### config.mk
export PLATFORM = sky130hd
export DESIGN_NAME = lowest_note_priority_sine_voice_unit_flat
export DESIGN_NICKNAME = d
export VERILOG_FILES = /design/src/design/lnps_pkg.sv /design/src/design/lnps_if.sv /design/src/design/lnps_ctrl.sv /design/src/design/lnps_dpath.sv /design/src/design/lowest_note_priority_sine_voice_unit.sv /design/src/flat_wrapper.sv
export SDC_FILE = /design/constraint.sdc
export NUM_CORES = 2
export LEC_CHECK = 0
export BUFFER_PORTS_ARGS = -buffer_cell sky130_fd_sc_hd__buf_2
export CORE_UTILIZATION = 43
export CTS_CLUSTER_DIAMETER = 200
export DETAILED_ROUTE_END_ITERATION = 10
export PLACE_DENSITY = 0.71
export RECOVER_POWER = 100
export SYNTH_ARGS = -nofsm -noshare
export SYNTH_HDL_FRONTEND = slang
export SYNTH_HIERARCHICAL = 1
export SYNTH_SLANG_ARGS = --single-unit
### constraint.sdc
create_clock -name clk_i -period 31.1 [get_ports clk_i]
set_clock_uncertainty 0.1 [all_clocks]
set_input_delay 7.775 -clock clk_i [delete_from_list [all_inputs] [get_ports clk_i]]
set_output_delay 7.775 -clock clk_i [all_outputs]
set_load 0.01 [all_outputs]
### src/design/lnps_pkg.sv
package lnps_pkg;

  // Fixed sizes of the voice.
  localparam int NOTE_SLOTS       = 128;
  localparam int NOTE_W           = $clog2(NOTE_SLOTS);
  localparam int COUNT_W          = NOTE_W + 1;
  localparam int SINE_TABLE_DEPTH = 256;
  localparam int PHASE_BITS       = 32;

  // Held-map scan: one chunk of the map per cycle.
  localparam int CHUNK_W    = 8;
  localparam int CHUNK_IW   = $clog2(CHUNK_W);
  localparam int CHUNKS     = NOTE_SLOTS / CHUNK_W;
  localparam int CHUNK_CW   = $clog2(CHUNKS);

  // Sine table geometry: largest power of two not above the requested depth.
  localparam int TABLE_BITS  = $clog2(SINE_TABLE_DEPTH + 1) - 1;
  localparam int POS_BITS    = TABLE_BITS - 2;
  localparam int QUARTER_LEN = 1 << POS_BITS;
  localparam int SINE_W      = 15;
  localparam int SAMPLE_W    = 16;

  // Configuration registers.
  localparam int RATE_W       = 18;
  localparam int GAIN_W       = 15;
  localparam int APB_DW       = 32;
  localparam int APB_AW       = 3;
  localparam logic [RATE_W-1:0] DEFAULT_RATE = RATE_W'(44100);
  localparam logic [GAIN_W-1:0] DEFAULT_GAIN = GAIN_W'(2621);
  localparam logic REG_RATE = 1'b0;
  localparam logic REG_GAIN = 1'b1;

  // Pitch and phase step division.
  localparam int FREQ_W  = 30;
  localparam int OCT_W   = 4;
  localparam int SEMI_W  = 4;
  localparam int STEP_SH = PHASE_BITS - 16;
  localparam int DVD_W   = FREQ_W + STEP_SH + 1;
  localparam int DIV_CW  = $clog2(DVD_W);
  localparam int REM_W   = RATE_W + 1;

  localparam logic [FREQ_W-1:0] TOP_OCTAVE_Q16 [12] = '{
    30'd548668578, 30'd581294109, 30'd615859655, 30'd652480576,
    30'd691279090, 30'd732384684, 30'd775934544, 30'd822073998,
    30'd870957077, 30'd922746880, 30'd977616265, 30'd1035748353
  };

  localparam logic [63:0] HALF_PI_Q30 = 64'd1686629713;

  typedef enum logic [1:0] {
    FUNC_NOTE_ON  = 2'd0,
    FUNC_NOTE_OFF = 2'd1,
    FUNC_SNAPSHOT = 2'd2,
    FUNC_TICK     = 2'd3
  } func_e;

  typedef struct packed {
    logic capture;
    logic map_set;
    logic map_clr;
    logic scan_start;
    logic scan_step;
    logic scan_fin;
    logic div_step;
    logic step_load;
    logic sine_look;
    logic mul;
    logic round;
    logic out_load;
  } cmd_t;

  typedef struct packed {
    func_e func;
    logic  scan_last;
    logic  found;
    logic  div_last;
    logic  latched_valid;
  } stat_t;

  // Quarter-wave sine in Q15, evaluated once at elaboration by a Taylor
  // series in Q30 up to the eleventh power.
  function automatic logic [(QUARTER_LEN+1)*SINE_W-1:0] build_qsine();
    logic [(QUARTER_LEN+1)*SINE_W-1:0] tab;
    logic [63:0]        x;
    logic [63:0]        term;
    logic [63:0]        v;
    logic signed [63:0] sum;
    tab = '0;
    for (int k = 0; k <= QUARTER_LEN; k++) begin
      x    = (HALF_PI_Q30 * 64'(k)) / QUARTER_LEN;
      term = x;
      sum  = $signed(x);
      term = (term * x) >> 30;
      term = (term * x) >> 30;
      term = term / 6;
      sum  = sum - $signed(term);
      term = (term * x) >> 30;
      term = (term * x) >> 30;
      term = term / 20;
      sum  = sum + $signed(term);
      term = (term * x) >> 30;
      term = (term * x) >> 30;
      term = term / 42;
      sum  = sum - $signed(term);
      term = (term * x) >> 30;
      term = (term * x) >> 30;
      term = term / 72;
      sum  = sum + $signed(term);
      term = (term * x) >> 30;
      term = (term * x) >> 30;
      term = term / 110;
      sum  = sum - $signed(term);
      if (sum < 0) begin
        sum = 0;
      end
      v = ($unsigned(sum) * 64'd32767 + 64'd536870912) >> 30;
      if (v > 64'd32767) begin
        v = 64'd32767;
      end
      tab[k*SINE_W +: SINE_W] = v[SINE_W-1:0];
    end
    return tab;
  endfunction

  localparam logic [(QUARTER_LEN+1)*SINE_W-1:0] QSINE = build_qsine();

endpackage

### src/design/lnps_if.sv
interface voice_in_if;
  logic       valid;
  logic       ready;
  logic [1:0] func;
  logic [6:0] note_number;

  modport source (output valid, output func, output note_number, input ready);
  modport sink   (input valid, input func, input note_number, output ready);
endinterface

interface voice_out_if;
  logic              valid;
  logic              ready;
  logic signed [15:0] sample_value;
  logic [7:0]        active_count;
  logic [7:0]        peak_count;
  logic [6:0]        lowest_note;
  logic              note_valid;

  modport source (output valid, output sample_value, output active_count,
                  output peak_count, output lowest_note, output note_valid,
                  input ready);
  modport sink   (input valid, input sample_value, input active_count,
                  input peak_count, input lowest_note, input note_valid,
                  output ready);
endinterface

### src/design/lnps_ctrl.sv
module lnps_ctrl (
  input  logic              clk_i,
  input  logic              rst_ni,
  input  logic              in_valid_i,
  output logic              in_ready_o,
  output logic              out_valid_o,
  input  logic              out_ready_i,
  input  lnps_pkg::stat_t   stat_i,
  output lnps_pkg::cmd_t    cmd_o
);

  typedef enum logic [8:0] {
    ST_IDLE     = 9'b000000001,
    ST_DECODE   = 9'b000000010,
    ST_SCAN     = 9'b000000100,
    ST_SCAN_FIN = 9'b000001000,
    ST_DIV      = 9'b000010000,
    ST_STEP     = 9'b000100000,
    ST_MUL      = 9'b001000000,
    ST_ROUND    = 9'b010000000,
    ST_OUT      = 9'b100000000
  } state_e;

  state_e state_q, state_d;
  logic   out_valid_q, out_valid_d;

  always_comb begin
    state_d    = state_q;
    cmd_o      = '0;
    in_ready_o = 1'b0;
    unique case (state_q)
      ST_IDLE: begin
        in_ready_o = 1'b1;
        if (in_valid_i) begin
          cmd_o.capture = 1'b1;
          state_d       = ST_DECODE;
        end
      end
      ST_DECODE: begin
        unique case (stat_i.func)
          lnps_pkg::FUNC_NOTE_ON: begin
            cmd_o.map_set = 1'b1;
            state_d       = ST_OUT;
          end
          lnps_pkg::FUNC_NOTE_OFF: begin
            cmd_o.map_clr = 1'b1;
            state_d       = ST_OUT;
          end
          lnps_pkg::FUNC_SNAPSHOT: begin
            cmd_o.scan_start = 1'b1;
            state_d          = ST_SCAN;
          end
          lnps_pkg::FUNC_TICK: begin
            if (stat_i.latched_valid) begin
              cmd_o.sine_look = 1'b1;
              state_d         = ST_MUL;
            end else begin
              state_d = ST_OUT;
            end
          end
          default: state_d = ST_OUT;
        endcase
      end
      ST_SCAN: begin
        cmd_o.scan_step = 1'b1;
        if (stat_i.scan_last) begin
          state_d = ST_SCAN_FIN;
        end
      end
      ST_SCAN_FIN: begin
        cmd_o.scan_fin = 1'b1;
        state_d        = stat_i.found ? ST_DIV : ST_OUT;
      end
      ST_DIV: begin
        cmd_o.div_step = 1'b1;
        if (stat_i.div_last) begin
          state_d = ST_STEP;
        end
      end
      ST_STEP: begin
        cmd_o.step_load = 1'b1;
        state_d         = ST_OUT;
      end
      ST_MUL: begin
        cmd_o.mul = 1'b1;
        state_d   = ST_ROUND;
      end
      ST_ROUND: begin
        cmd_o.round = 1'b1;
        state_d     = ST_OUT;
      end
      ST_OUT: begin
        if (!out_valid_q || out_ready_i) begin
          cmd_o.out_load = 1'b1;
          state_d        = ST_IDLE;
        end
      end
      default: state_d = ST_IDLE;
    endcase
  end

  always_comb begin
    out_valid_d = out_valid_q;
    if (cmd_o.out_load) begin
      out_valid_d = 1'b1;
    end else if (out_ready_i) begin
      out_valid_d = 1'b0;
    end
  end

  always_ff @(posedge clk_i or negedge rst_ni) begin
    if (!rst_ni) begin
      state_q     <= ST_IDLE;
      out_valid_q <= 1'b0;
    end else begin
      state_q     <= state_d;
      out_valid_q <= out_valid_d;
    end
  end

  assign out_valid_o = out_valid_q;

endmodule

### src/design/lnps_dpath.sv
module lnps_dpath (
  input  logic                                clk_i,
  input  logic                                rst_ni,
  input  lnps_pkg::cmd_t                      cmd_i,
  output lnps_pkg::stat_t                     stat_o,
  input  logic [1:0]                          in_func_i,
  input  logic [lnps_pkg::NOTE_W-1:0]         in_note_i,
  output logic signed [lnps_pkg::SAMPLE_W-1:0] out_sample_o,
  output logic [lnps_pkg::COUNT_W-1:0]        out_active_o,
  output logic [lnps_pkg::COUNT_W-1:0]        out_peak_o,
  output logic [lnps_pkg::NOTE_W-1:0]         out_lowest_o,
  output logic                                out_note_valid_o,
  input  logic                                cfg_write_i,
  input  logic                                cfg_addr_i,
  input  logic [lnps_pkg::APB_DW-1:0]         cfg_wdata_i,
  output logic [lnps_pkg::APB_DW-1:0]         cfg_rdata_o
);

  localparam int NW  = lnps_pkg::NOTE_W;
  localparam int CW  = lnps_pkg::COUNT_W;
  localparam int PB  = lnps_pkg::PHASE_BITS;
  localparam int TB  = lnps_pkg::TABLE_BITS;
  localparam int PS  = lnps_pkg::POS_BITS;
  localparam int SW  = lnps_pkg::SINE_W;
  localparam int DW  = lnps_pkg::DVD_W;
  localparam int RW  = lnps_pkg::RATE_W;
  localparam int GW  = lnps_pkg::GAIN_W;
  localparam int FW  = lnps_pkg::FREQ_W;
  localparam int KW  = lnps_pkg::CHUNK_W;
  localparam int KIW = lnps_pkg::CHUNK_IW;
  localparam int KCW = lnps_pkg::CHUNK_CW;
  localparam int QW  = lnps_pkg::REM_W;

  // Configuration and architectural state.
  logic [RW-1:0]                   rate_q;
  logic [GW-1:0]                   gain_q;
  logic [lnps_pkg::NOTE_SLOTS-1:0] held_q;
  logic [PB-1:0]                   phase_acc_q;
  logic [PB-1:0]                   phase_step_q;
  logic [NW-1:0]                   latched_note_q;
  logic                            latched_valid_q;
  logic [CW-1:0]                   count_now_q;
  logic [CW-1:0]                   count_peak_q;

  // Working registers.
  lnps_pkg::func_e                 func_q;
  logic [NW-1:0]                   note_q;
  logic [lnps_pkg::NOTE_SLOTS-1:0] scan_q;
  logic [KCW-1:0]                  chunk_idx_q;
  logic [CW-1:0]                   cnt_q;
  logic                            found_q;
  logic [NW-1:0]                   low_q;
  logic [DW-1:0]                   dvd_q;
  logic [RW-1:0]                   rem_q;
  logic [PB-1:0]                   quo_q;
  logic [lnps_pkg::DIV_CW-1:0]     div_cnt_q;
  logic [SW-1:0]                   s_mag_q;
  logic                            s_neg_q;
  logic [2*SW-1:0]                 prod_q;
  logic signed [lnps_pkg::SAMPLE_W-1:0] sample_q;

  // Output register.
  logic signed [lnps_pkg::SAMPLE_W-1:0] o_sample_q;
  logic [CW-1:0]                   o_active_q;
  logic [CW-1:0]                   o_peak_q;
  logic [NW-1:0]                   o_lowest_q;
  logic                            o_valid_q;

  // Scan of the bottom chunk of the shifting map copy.
  logic [KW-1:0]  chunk;
  logic [KIW:0]   chunk_pop;
  logic [KIW-1:0] chunk_ffs;

  always_comb begin
    chunk     = scan_q[KW-1:0];
    chunk_pop = '0;
    chunk_ffs = '0;
    for (int i = 0; i < KW; i++) begin
      chunk_pop = chunk_pop + (KIW+1)'(chunk[i]);
    end
    for (int i = KW - 1; i >= 0; i--) begin
      if (chunk[i]) begin
        chunk_ffs = KIW'(i);
      end
    end
  end

  // Pitch of the lowest note: octave by reciprocal multiply, then a rounded
  // shift of the top-octave entry.
  logic [RW-1:0]        eff_rate;
  logic [NW+7:0]        oct_prod;
  logic [lnps_pkg::OCT_W-1:0]  octave;
  logic [lnps_pkg::SEMI_W-1:0] semi;
  logic [lnps_pkg::OCT_W-1:0]  shift;
  logic [FW-1:0]        f_top;
  logic [FW-1:0]        f_half;
  logic [FW:0]          f_sum;
  logic [FW-1:0]        f_note;
  logic [DW-1:0]        dividend;

  always_comb begin
    eff_rate = (rate_q == '0) ? lnps_pkg::DEFAULT_RATE : rate_q;
    oct_prod = (NW+8)'(low_q) * (NW+8)'(171);
    octave   = oct_prod[NW+7 -: lnps_pkg::OCT_W];
    semi     = lnps_pkg::SEMI_W'(low_q - NW'(octave) * NW'(12));
    shift    = 4'd10 - octave;
    f_top    = lnps_pkg::TOP_OCTAVE_Q16[semi];
    f_half   = (shift == '0) ? '0 : (FW'(1) << (shift - 4'd1));
    f_sum    = ((FW+1)'(f_top) + (FW+1)'(f_half)) >> shift;
    f_note   = f_sum[FW-1:0];
    dividend = (DW'(f_note) << lnps_pkg::STEP_SH) + DW'(eff_rate >> 1);
  end

  // One restoring division step per cycle.
  logic [QW-1:0] trial;
  logic          q_bit;
  logic [QW-1:0] trial_sub;

  always_comb begin
    trial     = {rem_q, dvd_q[DW-1]};
    q_bit     = (trial >= QW'(eff_rate));
    trial_sub = trial - QW'(eff_rate);
  end

  // Quarter-wave lookup from the top phase bits.
  logic [TB-1:0] sine_idx;
  logic [1:0]    quad;
  logic [PS-1:0] pos;
  logic [PS:0]   tab_idx;

  always_comb begin
    sine_idx = phase_acc_q[PB-1 -: TB];
    quad     = sine_idx[TB-1 -: 2];
    pos      = sine_idx[PS-1:0];
    tab_idx  = quad[0] ? ((PS+1)'(lnps_pkg::QUARTER_LEN) - (PS+1)'(pos)) : (PS+1)'(pos);
  end

  logic [2*SW-1:0] rounded;
  logic [SW-1:0]   scaled;

  always_comb begin
    rounded = prod_q + (2*SW)'(16384);
    scaled  = rounded[2*SW-1 -: SW];
  end

  always_ff @(posedge clk_i or negedge rst_ni) begin
    if (!rst_ni) begin
      rate_q          <= lnps_pkg::DEFAULT_RATE;
      gain_q          <= lnps_pkg::DEFAULT_GAIN;
      held_q          <= '0;
      phase_acc_q     <= '0;
      phase_step_q    <= '0;
      latched_note_q  <= '0;
      latched_valid_q <= 1'b0;
      count_now_q     <= '0;
      count_peak_q    <= '0;
    end else begin
      if (cfg_write_i) begin
        unique case (cfg_addr_i)
          lnps_pkg::REG_RATE: begin
            rate_q      <= cfg_wdata_i[RW-1:0];
            phase_acc_q <= '0;
          end
          lnps_pkg::REG_GAIN: gain_q <= cfg_wdata_i[GW-1:0];
          default: ;
        endcase
      end else if (cmd_i.mul) begin
        phase_acc_q <= phase_acc_q + phase_step_q;
      end
      if (cmd_i.map_set) begin
        held_q[note_q] <= 1'b1;
      end
      if (cmd_i.map_clr) begin
        held_q[note_q] <= 1'b0;
      end
      if (cmd_i.scan_fin) begin
        count_now_q     <= cnt_q;
        latched_valid_q <= found_q;
        latched_note_q  <= found_q ? low_q : '0;
        if (cnt_q > count_peak_q) begin
          count_peak_q <= cnt_q;
        end
      end
      if (cmd_i.step_load) begin
        phase_step_q <= quo_q;
      end
    end
  end

  always_ff @(posedge clk_i) begin
    if (cmd_i.capture) begin
      func_q   <= lnps_pkg::func_e'(in_func_i);
      note_q   <= in_note_i;
      sample_q <= '0;
    end
    if (cmd_i.scan_start) begin
      scan_q      <= held_q;
      chunk_idx_q <= '0;
      cnt_q       <= '0;
      found_q     <= 1'b0;
      low_q       <= '0;
    end
    if (cmd_i.scan_step) begin
      scan_q      <= scan_q >> KW;
      chunk_idx_q <= chunk_idx_q + KCW'(1);
      cnt_q       <= cnt_q + CW'(chunk_pop);
      if (!found_q && (chunk != '0)) begin
        found_q <= 1'b1;
        low_q   <= {chunk_idx_q, chunk_ffs};
      end
    end
    if (cmd_i.scan_fin) begin
      dvd_q     <= dividend;
      rem_q     <= '0;
      quo_q     <= '0;
      div_cnt_q <= '0;
    end
    if (cmd_i.div_step) begin
      dvd_q     <= dvd_q << 1;
      rem_q     <= q_bit ? trial_sub[RW-1:0] : trial[RW-1:0];
      quo_q     <= {quo_q[PB-2:0], q_bit};
      div_cnt_q <= div_cnt_q + lnps_pkg::DIV_CW'(1);
    end
    if (cmd_i.sine_look) begin
      s_mag_q <= lnps_pkg::QSINE[tab_idx*SW +: SW];
      s_neg_q <= quad[1];
    end
    if (cmd_i.mul) begin
      prod_q <= (2*SW)'(gain_q) * (2*SW)'(s_mag_q);
    end
    if (cmd_i.round) begin
      sample_q <= s_neg_q ? -$signed({1'b0, scaled}) : $signed({1'b0, scaled});
    end
    if (cmd_i.out_load) begin
      o_sample_q <= sample_q;
      o_active_q <= count_now_q;
      o_peak_q   <= count_peak_q;
      o_lowest_q <= latched_note_q;
      o_valid_q  <= latched_valid_q;
    end
  end

  always_comb begin
    stat_o.func          = func_q;
    stat_o.scan_last     = (chunk_idx_q == KCW'(lnps_pkg::CHUNKS - 1));
    stat_o.found         = found_q;
    stat_o.div_last      = (div_cnt_q == lnps_pkg::DIV_CW'(DW - 1));
    stat_o.latched_valid = latched_valid_q;
  end

  always_comb begin
    cfg_rdata_o = '0;
    unique case (cfg_addr_i)
      lnps_pkg::REG_RATE: cfg_rdata_o = lnps_pkg::APB_DW'(rate_q);
      lnps_pkg::REG_GAIN: cfg_rdata_o = lnps_pkg::APB_DW'(gain_q);
      default:            cfg_rdata_o = '0;
    endcase
  end

  assign out_sample_o     = o_sample_q;
  assign out_active_o     = o_active_q;
  assign out_peak_o       = o_peak_q;
  assign out_lowest_o     = o_lowest_q;
  assign out_note_valid_o = o_valid_q;

endmodule

### src/design/lowest_note_priority_sine_voice_unit.sv
// From an input beat to a valid result, note on/off and a tick with no note pass through decode
// and output; a tick with a note adds the sine lookup, multiply and rounding; a snapshot adds
// the map scan and, if it finds a note, the serial divide and step load. One item is in work at
// a time; the next beat is taken while the previous result still waits in the output register.
// Reset (rst_ni low, asynchronous) clears the held-note map, phase, counts and latches and loads
// the configuration defaults; the block is ready once it is released.
module lowest_note_priority_sine_voice_unit (
  input  logic                           clk_i,
  input  logic                           rst_ni,
  voice_in_if.sink                       in_ch,
  voice_out_if.source                    out_ch,
  input  logic                           psel,
  input  logic                           penable,
  input  logic                           pwrite,
  input  logic [lnps_pkg::APB_AW-1:0]    paddr,
  input  logic [lnps_pkg::APB_DW-1:0]    pwdata,
  output logic [lnps_pkg::APB_DW-1:0]    prdata,
  output logic                           pready
);

  // The controller sequences each item through its steps; the datapath holds the
  // held-note map, the scan and divide registers, the oscillator and the output register.
  lnps_pkg::cmd_t  cmd;
  lnps_pkg::stat_t stat;
  logic            in_ready;
  logic            out_valid;
  logic            cfg_write;

  // Registers are one word apart; a write lands on the access cycle of the transfer.
  assign pready    = 1'b1;
  assign cfg_write = psel & penable & pwrite;

  lnps_ctrl u_ctrl (
    .clk_i       (clk_i),
    .rst_ni      (rst_ni),
    .in_valid_i  (in_ch.valid),
    .in_ready_o  (in_ready),
    .out_valid_o (out_valid),
    .out_ready_i (out_ch.ready),
    .stat_i      (stat),
    .cmd_o       (cmd)
  );

  lnps_dpath u_dpath (
    .clk_i            (clk_i),
    .rst_ni           (rst_ni),
    .cmd_i            (cmd),
    .stat_o           (stat),
    .in_func_i        (in_ch.func),
    .in_note_i        (in_ch.note_number),
    .out_sample_o     (out_ch.sample_value),
    .out_active_o     (out_ch.active_count),
    .out_peak_o       (out_ch.peak_count),
    .out_lowest_o     (out_ch.lowest_note),
    .out_note_valid_o (out_ch.note_valid),
    .cfg_write_i      (cfg_write),
    .cfg_addr_i       (paddr[2]),
    .cfg_wdata_i      (pwdata),
    .cfg_rdata_o      (prdata)
  );

  assign in_ch.ready  = in_ready;
  assign out_ch.valid = out_valid;

  // A sounding sample can only come with a latched note.
  a_sample_needs_note: assert property (@(posedge clk_i) disable iff (!rst_ni)
    (out_ch.valid && (out_ch.sample_value != '0)) |-> out_ch.note_valid)
    else $error("nonzero sample without a latched note");

  // The running peak never falls below the current count.
  a_peak_ge_active: assert property (@(posedge clk_i) disable iff (!rst_ni)
    out_ch.valid |-> (out_ch.peak_count >= out_ch.active_count))
    else $error("peak count below active count");

  // With no note latched, the reported lowest note is zero.
  a_lowest_zero: assert property (@(posedge clk_i) disable iff (!rst_ni)
    (out_ch.valid && !out_ch.note_valid) |-> (out_ch.lowest_note == '0))
    else $error("lowest note set without a latched note");

  // Items are worked one at a time: no beat is taken in the cycle after one is.
  a_one_at_a_time: assert property (@(posedge clk_i) disable iff (!rst_ni)
    (in_ch.valid && in_ready) |=> !in_ready)
    else $error("input taken while an item is in work");

endmodule
### src/flat_wrapper.sv
// flat-port wrapper written by rule: the top's interface ports become plain ports
module lowest_note_priority_sine_voice_unit_flat 
  (clk_i, rst_ni, psel, penable, pwrite, paddr, pwdata, prdata, pready, in_ch_valid, in_ch_func, in_ch_note_number, in_ch_ready, out_ch_valid, out_ch_sample_value, out_ch_active_count, out_ch_peak_count, out_ch_lowest_note, out_ch_note_valid, out_ch_ready);
  voice_in_if in_ch_i ();
  voice_out_if out_ch_i ();
  input  logic clk_i;
  input  logic rst_ni;
  input  logic psel;
  input  logic penable;
  input  logic pwrite;
  input  logic [lnps_pkg::APB_AW-1:0] paddr;
  input  logic [lnps_pkg::APB_DW-1:0] pwdata;
  output logic [lnps_pkg::APB_DW-1:0] prdata;
  output logic pready;
  input wire logic [$bits(in_ch_i.valid)-1:0] in_ch_valid;
  input wire logic [$bits(in_ch_i.func)-1:0] in_ch_func;
  input wire logic [$bits(in_ch_i.note_number)-1:0] in_ch_note_number;
  output wire logic [$bits(in_ch_i.ready)-1:0] in_ch_ready;
  output wire logic [$bits(out_ch_i.valid)-1:0] out_ch_valid;
  output wire logic [$bits(out_ch_i.sample_value)-1:0] out_ch_sample_value;
  output wire logic [$bits(out_ch_i.active_count)-1:0] out_ch_active_count;
  output wire logic [$bits(out_ch_i.peak_count)-1:0] out_ch_peak_count;
  output wire logic [$bits(out_ch_i.lowest_note)-1:0] out_ch_lowest_note;
  output wire logic [$bits(out_ch_i.note_valid)-1:0] out_ch_note_valid;
  input wire logic [$bits(out_ch_i.ready)-1:0] out_ch_ready;
  assign in_ch_i.valid = in_ch_valid;
  assign in_ch_i.func = in_ch_func;
  assign in_ch_i.note_number = in_ch_note_number;
  assign in_ch_ready = in_ch_i.ready;
  assign out_ch_valid = out_ch_i.valid;
  assign out_ch_sample_value = out_ch_i.sample_value;
  assign out_ch_active_count = out_ch_i.active_count;
  assign out_ch_peak_count = out_ch_i.peak_count;
  assign out_ch_lowest_note = out_ch_i.lowest_note;
  assign out_ch_note_valid = out_ch_i.note_valid;
  assign out_ch_i.ready = out_ch_ready;
  lowest_note_priority_sine_voice_unit u_core (.clk_i(clk_i), .rst_ni(rst_ni), .in_ch(in_ch_i), .out_ch(out_ch_i), .psel(psel), .penable(penable), .pwrite(pwrite), .paddr(paddr), .pwdata(pwdata), .prdata(prdata), .pready(pready));
endmodule
==> flow_summary_export.csv <==
group,metric,value,unit
floorplanning,io_pins,126,
synthesis,ys_warn_count,6,
global_route,antenna_found_initial,2,
global_route,grt_busiest_layer,"met2",
final_layout,nets,4357,
placed_design,gp_congestion,0.907,
route,drt_iter0_drc,2347,
timing,hold_violations,0,
synthesis,synth_top_family_by_area,"adder cells",
synthesis,async_flop_share,0.427,
timing,rsz0062_at_grt,"false",
timing,layout_min_cycle_time,19.69,ns
synthesis,synthMuxAreaShare,0.0679,
global_route,grt_util_met1,0.263,
final_layout,layout_common_cells,"381 x a21oi_1, 370 x nand2_1, 331 x edfxtp_1, 250 x inv_1, 245 x dfrtp_1",
route,finalWirelength,90600,um
synthesis,syn_avg_cell_area,10.4,sq um
floorplanning,die_area,94800,sq um
clock_network,ctsHtreeMaxLevel,3,
worst_setup_path,reg2reg_to,"u_core/u_dpath/dvd_q[32]",
global_route,grt_pass1_wl,149000,um
outcome,violations,"capacitance limit, slew limit",
clock_network,cts_resized,0,
global_route,grt_max_degree,163,
synthesis,synth_edf_count,331,
outcome,status,"finished with violations",
clock_network,clockRootBuffer,"clkbuf_16",
synthesis,synthAdderAreaFrac,0.166,
worst_setup_path,cp_slowest_cell,"clkbuf_1",
synthesis,ys.flop_type,"edfxtp_1",
synthesis,ys_types,100,
worst_setup_path,slowest_delay,6.22,ns
synthesis,synth-simple-area-share,0.136,
timing,final.setup.tns,0,ns
global_route,grtUsageMet3,0.0289,
synthesis,ys_ff_latch,607,
clock_network,cts_setup_buffers,0,
worst_hold_path,min_from,"u_core/u_dpath/sample_q[15]",
timing,finalSetupViolCount,0,
worst_setup_path,rrSetupSlack,16.68,ns
global_route,grt_pass1_vias,28666,
placed_design,numPortBuffers,94,
worst_setup_path,worstSetupPathType,"in -> async",
worst_setup_path,arrival,18.15,ns
timing,worstMarginPinSlew,8.66,ns
clock_network,cts_buffers,69,
placed_design,hpwl,61600,um
final_layout,diodes,0,
worst_setup_path,critPathMaxFanout,162,
floorplanning,die-height,308,um
worst_setup_path,crit_required,29.56,ns
worst_setup_path,r2r-start,"u_core/u_dpath/low_q[1]",
clock_network,cts.sinks,607,
worst_setup_path,cp_num_buf_inv,2,
route,viasPerCell,5.59,
global_route,grt_usage,0.192,
synthesis,syn-instance-count,3878,
final_layout,layout-drive-gt1-share,0.107,
worst_setup_path,cp_common_cell,"clkbuf_1",
worst_setup_path,crit_chain,"clkbuf_1 > clkbuf_1",
route,route.vias.total,28987,
route,drc_errors,0,
final_layout,area_delta_synth_final,9.47,%
global_route,met2_usage,0.316,
floorplanning,initial_utilization,0.436,
worst_hold_path,hp-class,"reg -> reg",
floorplanning,core_region_area,92200,sq um
timing,finalCritPeriodShare,0.633,
final_layout,layout_commonest_cell,"a21oi_1",
synthesis,synth_compound_area_frac,0.141,
clock_network,cts_tree,"yes",
worst_hold_path,hold_depth,0,
route,postRouteAntennaNets,0,
synthesis,seq_area_frac_synth,0.417,
timing,finalMaxSlewViolations,897,
synthesis,synth_xor_area_frac,0.0251,
global_route,gr-total-overflow,0,
clock_network,insertion_delay,0.65,ns
timing,slew_headroom,-4.77,
route,drtPass1Iterations,6,
worst_setup_path,cp_top_family,"buffers and inverters",
worst_setup_path,startpoint_type,"input port",
clock_network,cts_buffer_depth,3,
floorplanning,die_w,308,um
worst_setup_path,endpoint_kind,"async pin",
synthesis,netlist_area,40300,sq um
job,maxCapViolCount,15,
worst_hold_path,hold_path_end,"u_core/u_dpath/out_sample_o[15]",
clock_network,ctsHoldBuffers,0,
route,wl_per_cell,17.5,um
clock_network,clk_pin_slew,0.05,ns
timing,fmax,50.8,MHz
worst_setup_path,rr_worst_depth,38,
floorplanning,rows,111,
cell usage after synthesis (all sizes together) (21+ instances only):
| library cell | count | share of area |
|---|---|---|
| a211oi | 25 | 0.0047 |
| a21o | 43 | 0.0080 |
| a21oi | 382 | 0.047 |
| a22o | 39 | 0.0085 |
| a31oi | 21 | 0.0033 |
| and2 | 181 | 0.028 |
| and3 | 34 | 0.0053 |
| buf | 40 | 0.0062 |
| clkbuf | 182 | 0.017 |
| dfrtp | 245 | 0.15 |
| edfxtp | 331 | 0.25 |
| fa | 183 | 0.091 |
| ha | 242 | 0.075 |
| inv | 252 | 0.024 |
| mux2 | 201 | 0.056 |
| mux2i | 31 | 0.0077 |
| nand2 | 372 | 0.035 |
| nand2b | 26 | 0.0040 |
| nand3 | 83 | 0.010 |
| nor2 | 196 | 0.018 |
| nor2b | 29 | 0.0045 |
| nor3 | 76 | 0.0094 |
| o21a | 23 | 0.0043 |
| o21ai | 185 | 0.023 |
| o31ai | 37 | 0.0069 |
| xnor2 | 64 | 0.014 |
| xor2 | 46 | 0.010 |
cell families (layout without fill, tap and decap cells):
family | count (synthesis) | after routing
AND/OR/NAND/NOR | 1105 | 1105
AO/OA/AOI/OAI | 913 | 913
flip-flops | 607 | 607
buffers and inverters | 475 | 522
adder cells (fa/ha/maj) | 425 | 425
multiplexers | 239 | 239
XOR/XNOR | 112 | 112
other | 2 | 15
per-layer routing:
metal	part of all wire	wire length [um]
met1	0.45	40700
met2	0.47	42900
met3	0.055	4980
met4	0.021	1940
met5	0	0
how the worst max path moves through the flow:
stage	to	depth (start not counted)	slack [ns]	from
final	u_core/u_dpath/held_q[124]	2	11.41	rst_ni
after CTS	prdata[0]	3	14.51	paddr[2]
after global routing	u_core/u_dpath/latched_note_q[2]	2	8.58	rst_ni
after global placement	prdata[0]	3	14.53	paddr[2]
after detailed placement	prdata[0]	3	14.51	paddr[2]
after floorplan	prdata[9]	4	14.66	paddr[2]
per-stage QoR:
stage / util / cell area [sq um] / setup slack, ns / hold slack, ns / cells
floorplan: - / 40300 / 14.66 / 0.300 / 3891
global placement: 0.454 / 41900 / 14.53 / 0.301 / 5053
detailed placement: 0.454 / 41900 / 14.51 / 0.305 / 5053
CTS: 0.481 / 44300 / 14.51 / 0.316 / 5181
global route: 0.478 / 44100 / 8.58 / 0.318 / 5181
finish: 0.478 / 44100 / 11.41 / 0.316 / 5181
state kept, by name (all words and copies together), names as in the netlist, 9 cells and up:
register                     flops
u_core/u_dpath/phase_acc_q      32
u_core/u_dpath/prod_q           16
u_core/u_dpath/dvd_q            47
u_core/u_dpath/quo_q            32
u_core/u_dpath/out_sample_o     16
u_core/u_dpath/phase_step_q     32
u_core/u_dpath/s_mag_q          15
u_core/u_dpath/rem_q            18
u_core/u_dpath/rate_q           18
u_core/u_ctrl/state_q            9
u_core/u_dpath/gain_q           15
u_core/u_dpath/sample_q         16
u_core/u_dpath/scan_q          128
u_core/u_dpath/held_q          128
cell type report:
cell class / count / area [sq um]
clock buffer: 97 / 1960
clock inverter: 31 / 488
fill: 8400 / 48200
inverter: 253 / 950
multi-input combinational: 2809 / 21700
sequential: 607 / 16800
tap: 1243 / 1560
timing repair buffer: 141 / 662
Power is left out: the tool's default activity adds up to more than one toggle a clock period on the data nets, which glitch-free logic cannot reach.
